$ cat src/hw/rtl/ils_pkg.sv
// Shared opcodes, status codes and the cell command type for the indexed list store.
package ils_pkg;

    // Widths fixed by the item fields and by the largest supported depth
    localparam int OP_W   = 4;
    localparam int POS_W  = 7;
    localparam int DATA_W = 32;
    localparam int CNT_W  = 11;
    localparam int FIDX_W = 6;
    localparam int ST_W   = 3;

    // Operation codes
    localparam logic [OP_W-1:0] OP_PUSH   = 4'd0;
    localparam logic [OP_W-1:0] OP_POP    = 4'd1;
    localparam logic [OP_W-1:0] OP_INSERT = 4'd2;
    localparam logic [OP_W-1:0] OP_ERASE  = 4'd3;
    localparam logic [OP_W-1:0] OP_FIND   = 4'd4;
    localparam logic [OP_W-1:0] OP_READ   = 4'd5;
    localparam logic [OP_W-1:0] OP_WRITE  = 4'd6;
    localparam logic [OP_W-1:0] OP_CLEAR  = 4'd7;
    localparam logic [OP_W-1:0] OP_RESIZE = 4'd8;

    // Status codes
    localparam logic [ST_W-1:0] ST_OK       = 3'd0;
    localparam logic [ST_W-1:0] ST_FULL     = 3'd1;
    localparam logic [ST_W-1:0] ST_EMPTY    = 3'd2;
    localparam logic [ST_W-1:0] ST_BADPOS   = 3'd3;
    localparam logic [ST_W-1:0] ST_NOTFOUND = 3'd4;

    // Command broadcast to every cell of the chain
    typedef struct packed {
        logic              upd;    // operation passed its checks, cells may change
        logic [OP_W-1:0]   op;
        logic [CNT_W-1:0]  pos;
        logic [CNT_W-1:0]  count;
        logic [DATA_W-1:0] value;
    } cell_cmd_t;

endpackage

$ cat src/hw/rtl/ils_cell.sv
// One element slot of the list: holds a value and trades it with its neighbors.
module ils_cell
    import ils_pkg::*;
#(
    parameter int IDX = 0
) (
    input  logic              aclk,
    input  cell_cmd_t         cmd,
    input  logic [DATA_W-1:0] left_data,
    input  logic [DATA_W-1:0] right_data,
    output logic [DATA_W-1:0] data,
    output logic              match,
    output logic [DATA_W-1:0] rd_tap
);

    localparam logic [CNT_W-1:0] MY_IDX = CNT_W'(IDX);
    localparam logic [CNT_W-1:0] MY_NXT = CNT_W'(IDX + 1);

    logic [DATA_W-1:0] data_reg;
    logic [DATA_W-1:0] data_next;

    // Next slot value for the broadcast operation
    always_comb begin
        data_next = data_reg;
        if (cmd.upd) begin
            case (cmd.op)
                OP_PUSH: begin
                    if (MY_IDX == cmd.count) data_next = cmd.value;
                end
                OP_INSERT: begin
                    if (MY_IDX == cmd.pos) begin
                        data_next = cmd.value;
                    end else if (MY_IDX > cmd.pos && MY_IDX <= cmd.count) begin
                        data_next = left_data;
                    end
                end
                OP_ERASE: begin
                    if (MY_IDX >= cmd.pos && MY_NXT < cmd.count) data_next = right_data;
                end
                OP_WRITE: begin
                    if (MY_IDX == cmd.pos) data_next = cmd.value;
                end
                OP_RESIZE: begin
                    if (MY_IDX >= cmd.count && MY_IDX < cmd.pos) data_next = cmd.value;
                end
                default: begin
                    data_next = data_reg;
                end
            endcase
        end
    end

    always_ff @(posedge aclk) begin
        data_reg <= data_next;
    end

    // Key compare limited to live slots; read tap selects the slot at the command position
    assign data   = data_reg;
    assign match  = (data_reg == cmd.value) && (MY_IDX < cmd.count);
    assign rd_tap = (MY_IDX == cmd.pos) ? data_reg : '0;

endmodule
$ cat config.mk
export PLATFORM = sky130hd
export DESIGN_NAME = ils_cell
export DESIGN_NICKNAME = d
export VERILOG_FILES = /design/src/hw/rtl/ils_pkg.sv /design/src/hw/rtl/ils_cell.sv
export SDC_FILE = /design/constraint.sdc
export NUM_CORES = 1
export LEC_CHECK = 0
export ABC_AREA = 1
export BUFFER_PORTS_ARGS = -buffer_cell sky130_fd_sc_hd__buf_4
export CORE_ASPECT_RATIO = 1.1
export CORE_MARGIN = 3
export CORE_UTILIZATION = 43
export CTS_CLUSTER_DIAMETER = 100
export DETAILED_ROUTE_END_ITERATION = 10
export PLACE_DENSITY = 0.86
export SLEW_MARGIN = 0
export SYNTH_ARGS = -nofsm -noshare
export SYNTH_HDL_FRONTEND = slang
export SYNTH_SLANG_ARGS = --single-unit
$ cat constraint.sdc
create_clock -name aclk -period 4 [get_ports aclk]
set_clock_uncertainty 0.15 [all_clocks]
set_input_delay 0.8 -clock aclk [delete_from_list [all_inputs] [get_ports aclk]]
set_output_delay 0.8 -clock aclk [all_outputs]
set_load 0.005 [all_outputs]
==> summary.log, run 1 <==
qor: synthesis.synth_top_cell_by_area sky130_fd_sc_hd__edfxtp_1
qor: timing.slew_worst_pin 0.9883 ns
qor: final_layout.ratio_of_cells_with_drive_above_1_in_the_final_layout 0.3328
qor: clock_tree.cts_hold_buffers 0
qor: pwr.cellLeakagePower 2.247 nW
qor: job.max-cap-violations 0
qor: synthesis.ranking_of_synthesized_cells_by_area sky130_fd_sc_hd__edfxtp_1 33%, sky130_fd_sc_hd__nand2_1 12%, sky130_fd_sc_hd__inv_1 8.8%
qor: die.floorplan.rows 30
qor: critical_path.criticalPathCategory in2out
qor: critical_path.critical_path_required 3.05 ns
qor: detailed_routing.drt-total-wl 10.47 mm
qor: pwr.power.combinational.fraction 0.296
qor: grt.gr-usage-all-layers 0.2532
qor: pwr.power-per-cell-area 206.5 mW/mm²
qor: clock_tree.clkSlewWorstSetupHoldPaths 0.06 ns
qor: run_status.run_status finished clean
qor: clock_tree.cts-htree-levels 2
qor: pwr.clock_power_share 0.251
qor: clock_tree.tritoncts done
qor: detailed_routing.detailedRoute.firstIterationViolations 164
qor: placed_design.portBuffers 188
qor: detailed_routing.drt-wirelength-per-cell 14.79 µm
qor: detailed_routing.drc 0
qor: timing.setup_ws 0.8504 ns
qor: timing.maxSlewHeadroom 0.3404
qor: clock_tree.tritoncts.num_buffers 5
qor: pwr.net_load_switching_power 0.0002534 W
qor: critical_path.crit_path_end_kind output pin
qor: synthesis.share_of_the_synthesized_area_in_the_top_cell_type 0.3272
qor: worst_hold_path.hp-start left_data[19]
qor: synthesis.netlist-cell-type-count 22
qor: grt.global_route.overflow_total 0
qor: worst_hold_path.hold_depth 3
qor: synthesis.synthesis.yosys.warnings 0
qor: placed_design.dpl.cell_count 701
qor: pwr.power.sequential.fraction 0.453
qor: timing.timing.final.hold_violations 0
qor: grt.antenna_found_initial 0
qor: synthesis.mappedNetlistNets 572
qor: clock_tree.post_cts_resized 0
qor: synthesis.ys.flop_type sky130_fd_sc_hd__edfxtp_1
qor: timing.finalCriticalPeriod 3.150 ns
qor: final_layout.final-instance-count-excl-fill 708
qor: placed_design.hpwlAfterDp 8.138 mm
qor: detailed_routing.detail_route.first_pass.iterations 5
qor: critical_path.setup_crit_start_kind input port
qor: placed_design.pre_cts_ws 0.8088 ns
qor: final_layout.finalNetCount 752
qor: synthesis.syn_area 0.002937 mm²
qor: grt.grt_first_pass_wirelength 16.06 mm
qor: die.floorplan.die.height 92.67 µm
qor: clock_tree.ctsRootBufferMaster sky130_fd_sc_hd__clkbuf_8
qor: timing.timing.fmax 317.5 MHz
qor: detailed_routing.vias 3657
qor: timing.tns 0 ns
qor: synthesis.sequential_element_share_of_the_synthesized_area 0.3272
qor: detailed_routing.route.antenna.remaining_nets 0
qor: final_layout.antennaDiodeCount 0
qor: clock_tree.post_cts.repair.setup_buffers 0
qor: placed_design.gp_routability_congestion 0.8809
qor: critical_path.cp-startpoint cmd[44]
qor: synthesis.async_flop_share 0
qor: synthesis.post_synth_inst_count 448
qor: worst_hold_path.worstHoldEndpoint data[19]
qor: timing.setup_viol_count_final 0
qor: worst_hold_path.hold_path_class in2reg
qor: final_layout.postLayoutCellArea 0.004454 mm²
qor: die.floorplan.io_pins 189
qor: pwr.internal_power 0.0006663 W
qor: final_layout.largest_register_ffs 32
qor: pwr.power.share.switching 0.2755
qor: clock_tree.clock_tree_buffer_depth 2
qor: grt.maximum_number_of_pins_on_one_net_before_global_route_repair 39
qor: final_layout.syn2layout_area_growth 51.68%
qor: synthesis.synth_edf_count 32
qor: detailed_routing.post_drt_via_cell_ratio 5.165
qor: critical_path.worstPathArrival 2.20 ns
qor: placed_design.placedInstanceArea 0.004377 mm²
qor: grt.first_global_vias 3498
qor: die.placeable_core_region 0.006381 mm²
qor: clock_tree.numClockSinks 32
qor: critical_path.critPathMaxFanout 38
qor: pwr.vdd.ir_drop.worst 0.1107 mV
qor: timing.grt_setup_unrepaired false
qor: die.die_w 84.80 µm
qor: synthesis.synth_area_per_cell 6.555 µm²
qor: die.floorplan.die_area 0.007858 mm²
qor: synthesis.number_of_register_bits_inferred_by_synthesis 32
qor: die.initial_utilization 0.4602
qor: timing.post-route-period-util 0.7874
qor: timing.final_max_slew_viol_count 0
[worst max-delay path by stage]
| stage | to | slack, ns | depth (start not counted) |
|---|---|---|---|
| 6_report | rd_tap[0] | 0.85 | 8 |
| 5_1_grt | rd_tap[0] | 0.73 | 8 |
| 3_3_place_gp | data[4] | 0.83 | 10 |
| 4_1_cts | rd_tap[0] | 0.87 | 8 |
| 2_1_floorplan | data[0] | 0.57 | 8 |
| 3_5_place_dp | data[7] | 0.81 | 10 |
[cells in the final DEF (no fill, tap or decap), drive strengths merged]
cell type  instances
nand3              7
o21ai             66
nor2              67
and2               1
o21bai            32
edfxtp            32
nand2             96
nor3               2
buf              196
clkinv             1
a21oi             35
inv               71
clkbuf             6
xor2              15
nand4              1
[critical path: stages]
cell and delay, ns:
sky130_fd_sc_hd__buf_4 0.11, sky130_fd_sc_hd__nor2_1 0.09, sky130_fd_sc_hd__nand2_1 0.09, sky130_fd_sc_hd__nor2_4 0.44
sky130_fd_sc_hd__nand2_2 0.09, sky130_fd_sc_hd__buf_4 0.27, sky130_fd_sc_hd__nor2_1 0.17, sky130_fd_sc_hd__buf_4 0.13
[layout make-up]
class,count,area (µm²)
Fill cell,561,1927
Clock buffer,6,72.57
Clock inverter,1,5.005
Tap cell,80,100.1
Timing Repair Buffer,196,1471
Inverter,71,266.5
Sequential cell,32,960.9
Multi-Input combinational cell,322,1578
[cells in the mapped netlist, types with 2 or more instances]
master and count:
sky130_fd_sc_hd__buf_6 3, sky130_fd_sc_hd__buf_2 12, sky130_fd_sc_hd__o21ai_0 41, sky130_fd_sc_hd__nand3_1 7, sky130_fd_sc_hd__o21bai_1 32, sky130_fd_sc_hd__edfxtp_1 32
sky130_fd_sc_hd__clkbuf_1 4, sky130_fd_sc_hd__a21oi_1 35, sky130_fd_sc_hd__o21ai_1 25, sky130_fd_sc_hd__buf_4 4, sky130_fd_sc_hd__inv_2 2, sky130_fd_sc_hd__inv_1 69
sky130_fd_sc_hd__xor2_1 15, sky130_fd_sc_hd__nand2_1 95, sky130_fd_sc_hd__nor2_1 65
[power by group through the flow]
stage	logic [W]	registers, W	clock network [W]
2_1_floorplan	0.000107	0.000421	0
5_1_grt	0.000301	0.000419	0.000246
6_report	0.000273	0.000417	0.000231
4_1_cts	0.000273	0.000416	0.000232
3_3_place_gp	0.000265	0.000422	0
3_5_place_dp	0.000272	0.000423	0
[per-layer routing]
layer	vias up	GRT usage	wire, µm
met2	203	0.4537	5295
li1	1795	-	-
met5	-	0	0
met1	1632	0.2902	3995
met3	27	0.06228	935
met4	0	0.09103	244
[per-stage QoR]
step                      hold slack (ns)  power (W)    util
final                              0.7037  0.0009197  0.6980
after detailed placement           0.9889  0.0006943  0.6859
after global placement             0.9804  0.0006868  0.6859
after CTS                          0.7003  0.0009212  0.6980
after global routing               0.7030  0.0009664  0.6980
after floorplan                    0.8890  0.0005284       -
[cells by family (layout without fill, tap and decap cells)]
group,Yosys count,in the layout,synth area share
AO/OA/AOI/OAI,133,133,0.2539
XOR/XNOR,15,15,0.04474
buffers and inverters,94,274,0.1380
flip-flops,32,32,0.3272
AND/OR/NAND/NOR,174,174,0.2360
Note: power is estimated with default switching activity, not from simulation.
==> run 2: changes to the inputs <==
==> constraint.sdc (replaced) <==
create_clock -name aclk -period 3 [get_ports aclk]
set_clock_uncertainty 0.15 [all_clocks]
set_input_delay 0.6 -clock aclk [delete_from_list [all_inputs] [get_ports aclk]]
set_output_delay 0.6 -clock aclk [all_outputs]
set_load 0.005 [all_outputs]
==> run 2 against run 1 <==
Die area unchanged. Via count decreased by 0.22%. Wire length grew 1.4%. Count of clock-buffer cells in the layout shrank 1. Largest power group unchanged.
==> summary.log, run 2 (synthesis results as in run 1) <==
qor: clock_tree.cts_hold_buffers 0 [unchanged]
qor: grt.first_global_vias 3678 [+5.1%]
qor: detailed_routing.post_drt_via_cell_ratio 5.125 [-0.78%]
qor: pwr.power-per-cell-area 293.5 mW/mm² [+42%]
qor: pwr.cellLeakagePower 2.281 nW [+1.5%]
qor: pwr.power.share.switching 0.2655 [-0.009997]
qor: final_layout.largest_register_ffs 32 [unchanged]
qor: timing.finalCriticalPeriod 2.381 ns
qor: pwr.internal_power 0.0009741 W [+46%]
qor: job.max-cap-violations 0 [unchanged]
qor: die.floorplan.die_area 0.007858 mm² [unchanged]
qor: timing.post-route-period-util 0.7936
qor: pwr.design_power_total 0.001326 W [+44%]
qor: pwr.vdd.ir_drop.worst 0.2978 mV [+170%]
qor: clock_tree.cts-htree-levels 2 [unchanged]
qor: detailed_routing.detailedRoute.firstIterationViolations 168 [+2.4%]
qor: detailed_routing.route.antenna.remaining_nets 0 [unchanged]
qor: final_layout.antennaDiodeCount 0 [unchanged]
qor: timing.setup_viol_count_final 0 [unchanged]
qor: timing.timing.final.hold_violations 0 [unchanged]
qor: timing.maxSlewHeadroom 0.6682 [+0.3278]
qor: die.floorplan.rows 30 [unchanged]
qor: final_layout.mostFrequentLayoutCells 198 x sky130_fd_sc_hd__buf_4, 95 x sky130_fd_sc_hd__nand2_1, 69 x sky130_fd_sc_hd__inv_1
qor: grt.grt_first_pass_wirelength 16.84 mm [+4.8%]
qor: placed_design.gp_routability_congestion 0.8908 [+1.1%]
qor: die.die_w 84.80 µm [unchanged]
qor: pwr.clock_power_share 0.306 [+0.055]
qor: clock_tree.post_cts_resized 0 [unchanged]
qor: grt.gr-usage-all-layers 0.2641 [+0.01087]
qor: final_layout.finalNetCount 755 [+0.40%]
qor: final_layout.ratio_of_cells_with_drive_above_1_in_the_final_layout 0.3354 [+0.002640]
qor: detailed_routing.drt-wirelength-per-cell 14.91 µm [+0.85%]
qor: critical_path.crit_path_end_kind output pin
qor: final_layout.syn2layout_area_growth 53.86%
qor: timing.grt_setup_unrepaired false
qor: detailed_routing.vias 3649 [-0.22%]
qor: critical_path.worstPathArrival 1.63 ns [-0.57 ns]
qor: die.placeable_core_region 0.006381 mm² [unchanged]
qor: clock_tree.numClockSinks 32 [unchanged]
qor: critical_path.setup_crit_start_kind input port
qor: pwr.net_load_switching_power 0.0003521 W [+39%]
qor: grt.maximum_number_of_pins_on_one_net_before_global_route_repair 37 [-5.1%]
qor: grt.antenna_found_initial 0 [unchanged]
qor: final_layout.final_common_cell sky130_fd_sc_hd__buf_4
qor: die.initial_utilization 0.4602 [unchanged]
qor: clock_tree.post_cts.repair.setup_buffers 0 [unchanged]
qor: detailed_routing.drt-total-wl 10.62 mm [+1.4%]
qor: worst_hold_path.hold_path_class in2reg
qor: pwr.power.sequential.fraction 0.419 [-0.034]
qor: placed_design.hpwlAfterDp 8.362 mm [+2.7%]
qor: clock_tree.ctsRootBufferMaster sky130_fd_sc_hd__clkbuf_8
qor: clock_tree.tritoncts.num_buffers 5 [unchanged]
qor: timing.slew_worst_pin 0.4971 ns [-0.4912 ns]
qor: pwr.power.combinational.fraction 0.275 [-0.021]
qor: critical_path.critPathMaxFanout 18 [-53%]
qor: clock_tree.tritoncts done
qor: critical_path.criticalPathCategory in2out
qor: grt.global_route.overflow_total 0 [unchanged]
qor: timing.timing.fmax 420.0 MHz
qor: clock_tree.clkSlewWorstSetupHoldPaths 0.07 ns [about the same]
qor: detailed_routing.detail_route.first_pass.iterations 5 [unchanged]
qor: timing.final_max_slew_viol_count 0 [unchanged]
qor: placed_design.portBuffers 188 [unchanged]
qor: final_layout.num-fill-cells 573 [+2.1%]
qor: timing.tns 0 ns [unchanged]
qor: die.floorplan.io_pins 189 [unchanged]
qor: detailed_routing.drc 0 [unchanged]
qor: clock_tree.clock_tree_buffer_depth 2 [unchanged]
qor: run_status.run_status finished clean
qor: critical_path.critical_path_required 2.25 ns [-0.80 ns]
qor: die.floorplan.die.height 92.67 µm [unchanged]
## run 2: changes by cell type in the layout (fill, tap and decap cells not counted)
cell / delta
sky130_fd_sc_hd__clkinv_2: -1
sky130_fd_sc_hd__buf_12: +1
sky130_fd_sc_hd__buf_4: +2
sky130_fd_sc_hd__bufinv_16: +1
sky130_fd_sc_hd__clkinv_1: +2
sky130_fd_sc_hd__clkbuf_1: -1
## run 2: layout make-up
cell class              count  area, µm²  area share
clock buffers               5      68.82     0.01523
clock inverters             3      37.54    0.008308
inverters                  71      266.5     0.05899
multi-input cells         322       1578      0.3492
flip-flops and latches     32      960.9      0.2127
well taps                  80      100.1     0.02215
repair buffers            199       1506      0.3334
## run 2: critical path, stage by stage
cell and delay [ns]:
sky130_fd_sc_hd__buf_4 0.11, sky130_fd_sc_hd__nor2_1 0.11, sky130_fd_sc_hd__nand2_1 0.10, sky130_fd_sc_hd__nor2_4 0.10, sky130_fd_sc_hd__nand2_2 0.09, sky130_fd_sc_hd__buf_4 0.22
sky130_fd_sc_hd__nor2_1 0.16, sky130_fd_sc_hd__buf_4 0.14
## run 2: stage by stage
step           worst slack, ns  hold WS (ns)  std cells  cell area, µm²    util
6_report                0.6192        0.5085        712            4518  0.7080
5_1_grt                 0.5125        0.4991        712            4518  0.7080
3_3_place_gp            0.5610        0.7788        704            4412  0.6914
3_5_place_dp            0.5028        0.7893        704            4412  0.6914
2_1_floorplan           0.3019        0.6890        448            2939       -
4_1_cts                 0.6251        0.4999        712            4518  0.7080
## run 2: worst paths after layout
check	from	to	slack (ns)	depth (start not counted)
worst max-delay path	cmd[46]	rd_tap[17]	0.62	8
worst min-delay path	left_data[3]	data[3]	0.51	3
## run 2: power by group through the flow
stage	clock (W)	sequential, W	combinational (W)
floorplan	0	0.000561	0.000143
global placement	0	0.000563	0.000353
detailed placement	0	0.000564	0.000365
CTS	0.000410	0.000555	0.000365
global route	0.000431	0.000559	0.000404
finish	0.000405	0.000556	0.000365
## run 2: per-layer routing
layer | track usage | vias up | part of all wire
li1 | - | 1795 | -
met1 | 0.3076 | 1634 | 0.37
met2 | 0.4824 | 200 | 0.52
met3 | 0.05160 | 20 | 0.083
met4 | 0.08443 | 0 | 0.020
met5 | 0 | - | 0
==> run 3: changes to the inputs <==
--- a/config.mk
+++ b/config.mk
@@ -5,14 +5,14 @@
 export SDC_FILE = /design/constraint.sdc
 export NUM_CORES = 1
 export LEC_CHECK = 0
-export ABC_AREA = 1
+export ABC_AREA = 0
 export BUFFER_PORTS_ARGS = -buffer_cell sky130_fd_sc_hd__buf_4
 export CORE_ASPECT_RATIO = 1.1
 export CORE_MARGIN = 3
-export CORE_UTILIZATION = 43
+export CORE_UTILIZATION = 37
 export CTS_CLUSTER_DIAMETER = 100
 export DETAILED_ROUTE_END_ITERATION = 10
-export PLACE_DENSITY = 0.86
+export PLACE_DENSITY = 0.82
 export SLEW_MARGIN = 0
 export SYNTH_ARGS = -nofsm -noshare
 export SYNTH_HDL_FRONTEND = slang
==> constraint.sdc (replaced) <==
create_clock -name aclk -period 2 [get_ports aclk]
set_clock_uncertainty 0.15 [all_clocks]
set_input_delay 0.4 -clock aclk [delete_from_list [all_inputs] [get_ports aclk]]
set_output_delay 0.4 -clock aclk [all_outputs]
set_load 0.005 [all_outputs]
==> run 3 against run 2 <==
The run now ends with setup timing left. Global-route usage up 1.1 points. Combinational power up 87%. Sequential share of layout area down 2.4 points. Highest routed layer unchanged.
==> summary.log, run 3 <==
qor: run_status.run_status finished, violations left
qor: timing.timing.final.hold_violations 0 [unchanged]
qor: detailed_routing.drt-wirelength-per-cell 20.69 µm [+39%]
qor: detailed_routing.vias 3185 [-13%]
qor: die.die_w 85.52 µm [+0.86%]
qor: placed_design.dpl.cell_count 545 [-23%]
qor: synthesis.synth_edf_count 32 [unchanged]
qor: final_layout.finalNetCount 612 [-19%]
qor: synthesis.sequential_element_share_of_the_synthesized_area 0.3734 [+0.04613]
qor: clock_tree.tritoncts.num_buffers 5 [unchanged]
qor: synthesis.ranking_of_synthesized_cells_by_area sky130_fd_sc_hd__edfxtp_1 37%, sky130_fd_sc_hd__o22ai_2 15%, sky130_fd_sc_hd__xor2_1 11%
qor: timing.timing.fmax 442.3 MHz
qor: final_layout.final-instance-count-excl-fill 571 [-20%]
qor: synthesis.share_of_the_synthesized_area_in_the_top_cell_type 0.3734 [+0.04613]
qor: critical_path.crit_path_end_kind output pin
qor: die.floorplan.die.height 93.48 µm [+0.87%]
qor: critical_path.criticalPathCategory reg2out
qor: synthesis.netlist-cell-type-count 29 [+32%]
qor: final_layout.ratio_of_cells_with_drive_above_1_in_the_final_layout 0.6933 [+0.3578]
qor: synthesis.mappedNetlistNets 369 [-35%]
qor: grt.antenna_found_initial 0 [unchanged]
qor: timing.setup_viol_count_final 65 [+65]
qor: critical_path.critical_path_required 1.45 ns [-0.80 ns]
qor: synthesis.synth_area_per_cell 10.50 µm² [+60%]
qor: die.floorplan.die_area 0.007994 mm² [+1.7%]
qor: synthesis.number_of_register_bits_inferred_by_synthesis 32 [unchanged]
qor: job.max-cap-violations 0 [unchanged]
qor: final_layout.largest_register_ffs 32 [unchanged]
qor: pwr.cellLeakagePower 2.217 nW [-2.8%]
qor: pwr.vdd.ir_drop.worst 0.3184 mV [+6.9%]
qor: die.initial_utilization 0.3858 [-0.07441]
qor: synthesis.synth.top_cells.by_count 34 x sky130_fd_sc_hd__o22ai_1, 33 x sky130_fd_sc_hd__a21oi_1, 32 x sky130_fd_sc_hd__and2_1, 32 x sky130_fd_sc_hd__edfxtp_1, 32 x sky130_fd_sc_hd__xor2_1
qor: detailed_routing.detail_route.first_pass.iterations 5 [unchanged]
qor: die.floorplan.rows 31 [+3.3%]
qor: timing.finalCriticalPeriod 2.261 ns
qor: timing.post-route-period-util 1.131
qor: placed_design.hpwlAfterDp 7.736 mm [-7.5%]
qor: critical_path.setup_crit_start_kind flop
qor: worst_hold_path.hold_path_class in2reg
qor: synthesis.post_synth_inst_count 245 [-45%]
qor: timing.tns -6.542 ns [-6.542 ns]
qor: detailed_routing.drt-total-wl 11.82 mm [+11%]
qor: worst_hold_path.hold_depth 3 [unchanged]
qor: clock_tree.clock_tree_buffer_depth 2 [unchanged]
qor: grt.grt_busiest_layer met2
qor: final_layout.syn2layout_area_growth 97.72%
qor: die.placeable_core_region 0.006671 mm² [+4.5%]
qor: grt.gr-usage-all-layers 0.2750 [+0.01090]
qor: detailed_routing.route.antenna.remaining_nets 0 [unchanged]
qor: timing.grt_setup_unrepaired true
qor: grt.global_route.overflow_total 0 [unchanged]
qor: pwr.power-per-cell-area 394.9 mW/mm² [+35%]
qor: grt.grt.met1_usage 0.3078 [about the same]
qor: grt.grtUsageMet2 0.5071 [+0.02475]
qor: timing.setup_ws -0.2610 ns [-0.8802 ns]
qor: timing.final_max_slew_viol_count 0 [unchanged]
qor: final_layout.num-fill-cells 436 [-24%]
qor: synthesis.async_flop_share 0 [unchanged]
qor: clock_tree.cts-htree-levels 2 [unchanged]
qor: run_status.violations setup timing
qor: detailed_routing.drc 0 [unchanged]
qor: synthesis.synth_top_cell_by_area sky130_fd_sc_hd__edfxtp_1
qor: critical_path.worstPathArrival 1.71 ns [+0.08 ns]
qor: clock_tree.numClockSinks 32 [unchanged]
qor: grt.first_global_vias 3246 [-12%]
qor: synthesis.synth.most_common_cell sky130_fd_sc_hd__o22ai_1
qor: die.floorplan.io_pins 189 [unchanged]
qor: synthesis.synthesis.yosys.warnings 0 [unchanged]
qor: detailed_routing.post_drt_via_cell_ratio 5.578 [+8.8%]
qor: clock_tree.tritoncts done
qor: detailed_routing.detailedRoute.firstIterationViolations 147 [-13%]
qor: placed_design.gp_routability_congestion 0.8166 [-8.3%]
qor: grt.maximum_number_of_pins_on_one_net_before_global_route_repair 33 [-11%]
qor: clock_tree.clkSlewWorstSetupHoldPaths 0.07 ns [about the same]
qor: grt.groute.layer.met3.usage 0.07841 [+0.02681]
qor: pwr.design_power_total 0.002009 W [+52%]
qor: critical_path.critPathMaxFanout 2 [-16]
qor: grt.grt_first_pass_wirelength 16.96 mm [+0.70%]
qor: final_layout.final_common_cell sky130_fd_sc_hd__buf_4
qor: timing.maxSlewHeadroom 0.6196 [-0.04861]
qor: clock_tree.ctsRootBufferMaster sky130_fd_sc_hd__clkbuf_8
qor: final_layout.layout.core_utilization 0.7628 [+0.05471]
qor: final_layout.mostFrequentLayoutCells 201 x sky130_fd_sc_hd__buf_4, 38 x sky130_fd_sc_hd__buf_6, 34 x sky130_fd_sc_hd__o22ai_1
qor: timing.slew_worst_pin 0.5706 ns [+0.07346 ns]
qor: final_layout.antennaDiodeCount 0 [unchanged]
qor: placed_design.portBuffers 188 [unchanged]
qor: synthesis.ys.flop_type sky130_fd_sc_hd__edfxtp_1
qor: synthesis.syn_area 0.002574 mm² [-12%]
[run 3: cell families after synthesis]
logic type / after synthesis / share of synthesized area
compound gates: 101 / 0.3092
xor+xnor: 32 / 0.1089
buf+inv: 20 / 0.04084
flops: 32 / 0.3734
mux: 1 / 0.004375
simple gates: 59 / 0.1633
[run 3: layer usage]
metal | wire [µm] | up-vias | share of wire
li1 | - | 1460 | -
met1 | 4260 | 1530 | 0.36
met2 | 6223 | 177 | 0.53
met3 | 1111 | 18 | 0.094
met4 | 221 | 0 | 0.019
met5 | 0 | - | 0
[run 3: worst paths after layout]
check / startpoint / end / slack [ns]
setup / recovery: data[5] / match / -0.26
hold / removal: right_data[29] / data[29] / 0.31
[run 3: worst max-delay path: stages, from the launching register on]
cell                       delay [ns]
sky130_fd_sc_hd__edfxtp_1        0.41
sky130_fd_sc_hd__xor2_1          0.17
sky130_fd_sc_hd__nor4_2          0.31
sky130_fd_sc_hd__nand4_1         0.19
sky130_fd_sc_hd__nor3_2          0.20
sky130_fd_sc_hd__buf_4           0.15
[run 3: layout make-up]
class | count | area (µm²) | area share
repair buffers | 253 | 2225 | 0.4372
multi-input cells | 194 | 1713 | 0.3366
flip-flops and latches | 32 | 960.9 | 0.1888
well taps | 82 | 102.6 | 0.02016
clock buffers | 7 | 76.32 | 0.01500
inverters | 2 | 7.507 | 0.001475
clock inverters | 1 | 3.754 | 0.0007376
[run 3: what timing repair did]
item | CTS | global route
setup buffers | 14 | 1
endpoints found under the hold margin | 0 | 0
pin swaps | 12 | 19
cloned | 7 | 1
resized for setup | 45 | 55
setup endpoints to repair | 65 | 92
hold buffers | 0 | 0
[run 3: report_power, final]
part / internal [W] / switching [W] / leakage (nW)
Combinational: 0.000397 / 0.000286 / 1.88
Sequential: 0.000800 / 0.0000424 / 0.297
Clock: 0.000242 / 0.000242 / 0.0399
Total: 0.00144 / 0.000570 / 2.22
[run 3: metrics by stage]
step                      hold WS [ns]  instance area, µm²  setup slack, ns
after global routing            0.3137                5089          -0.3873
after floorplan                 0.5015                2586          -0.8913
final                           0.3085                5089          -0.2610
after detailed placement        0.5996                4382          -0.3396
after global placement          0.5873                4382          -0.2612
after CTS                       0.3018                4994          -0.2959
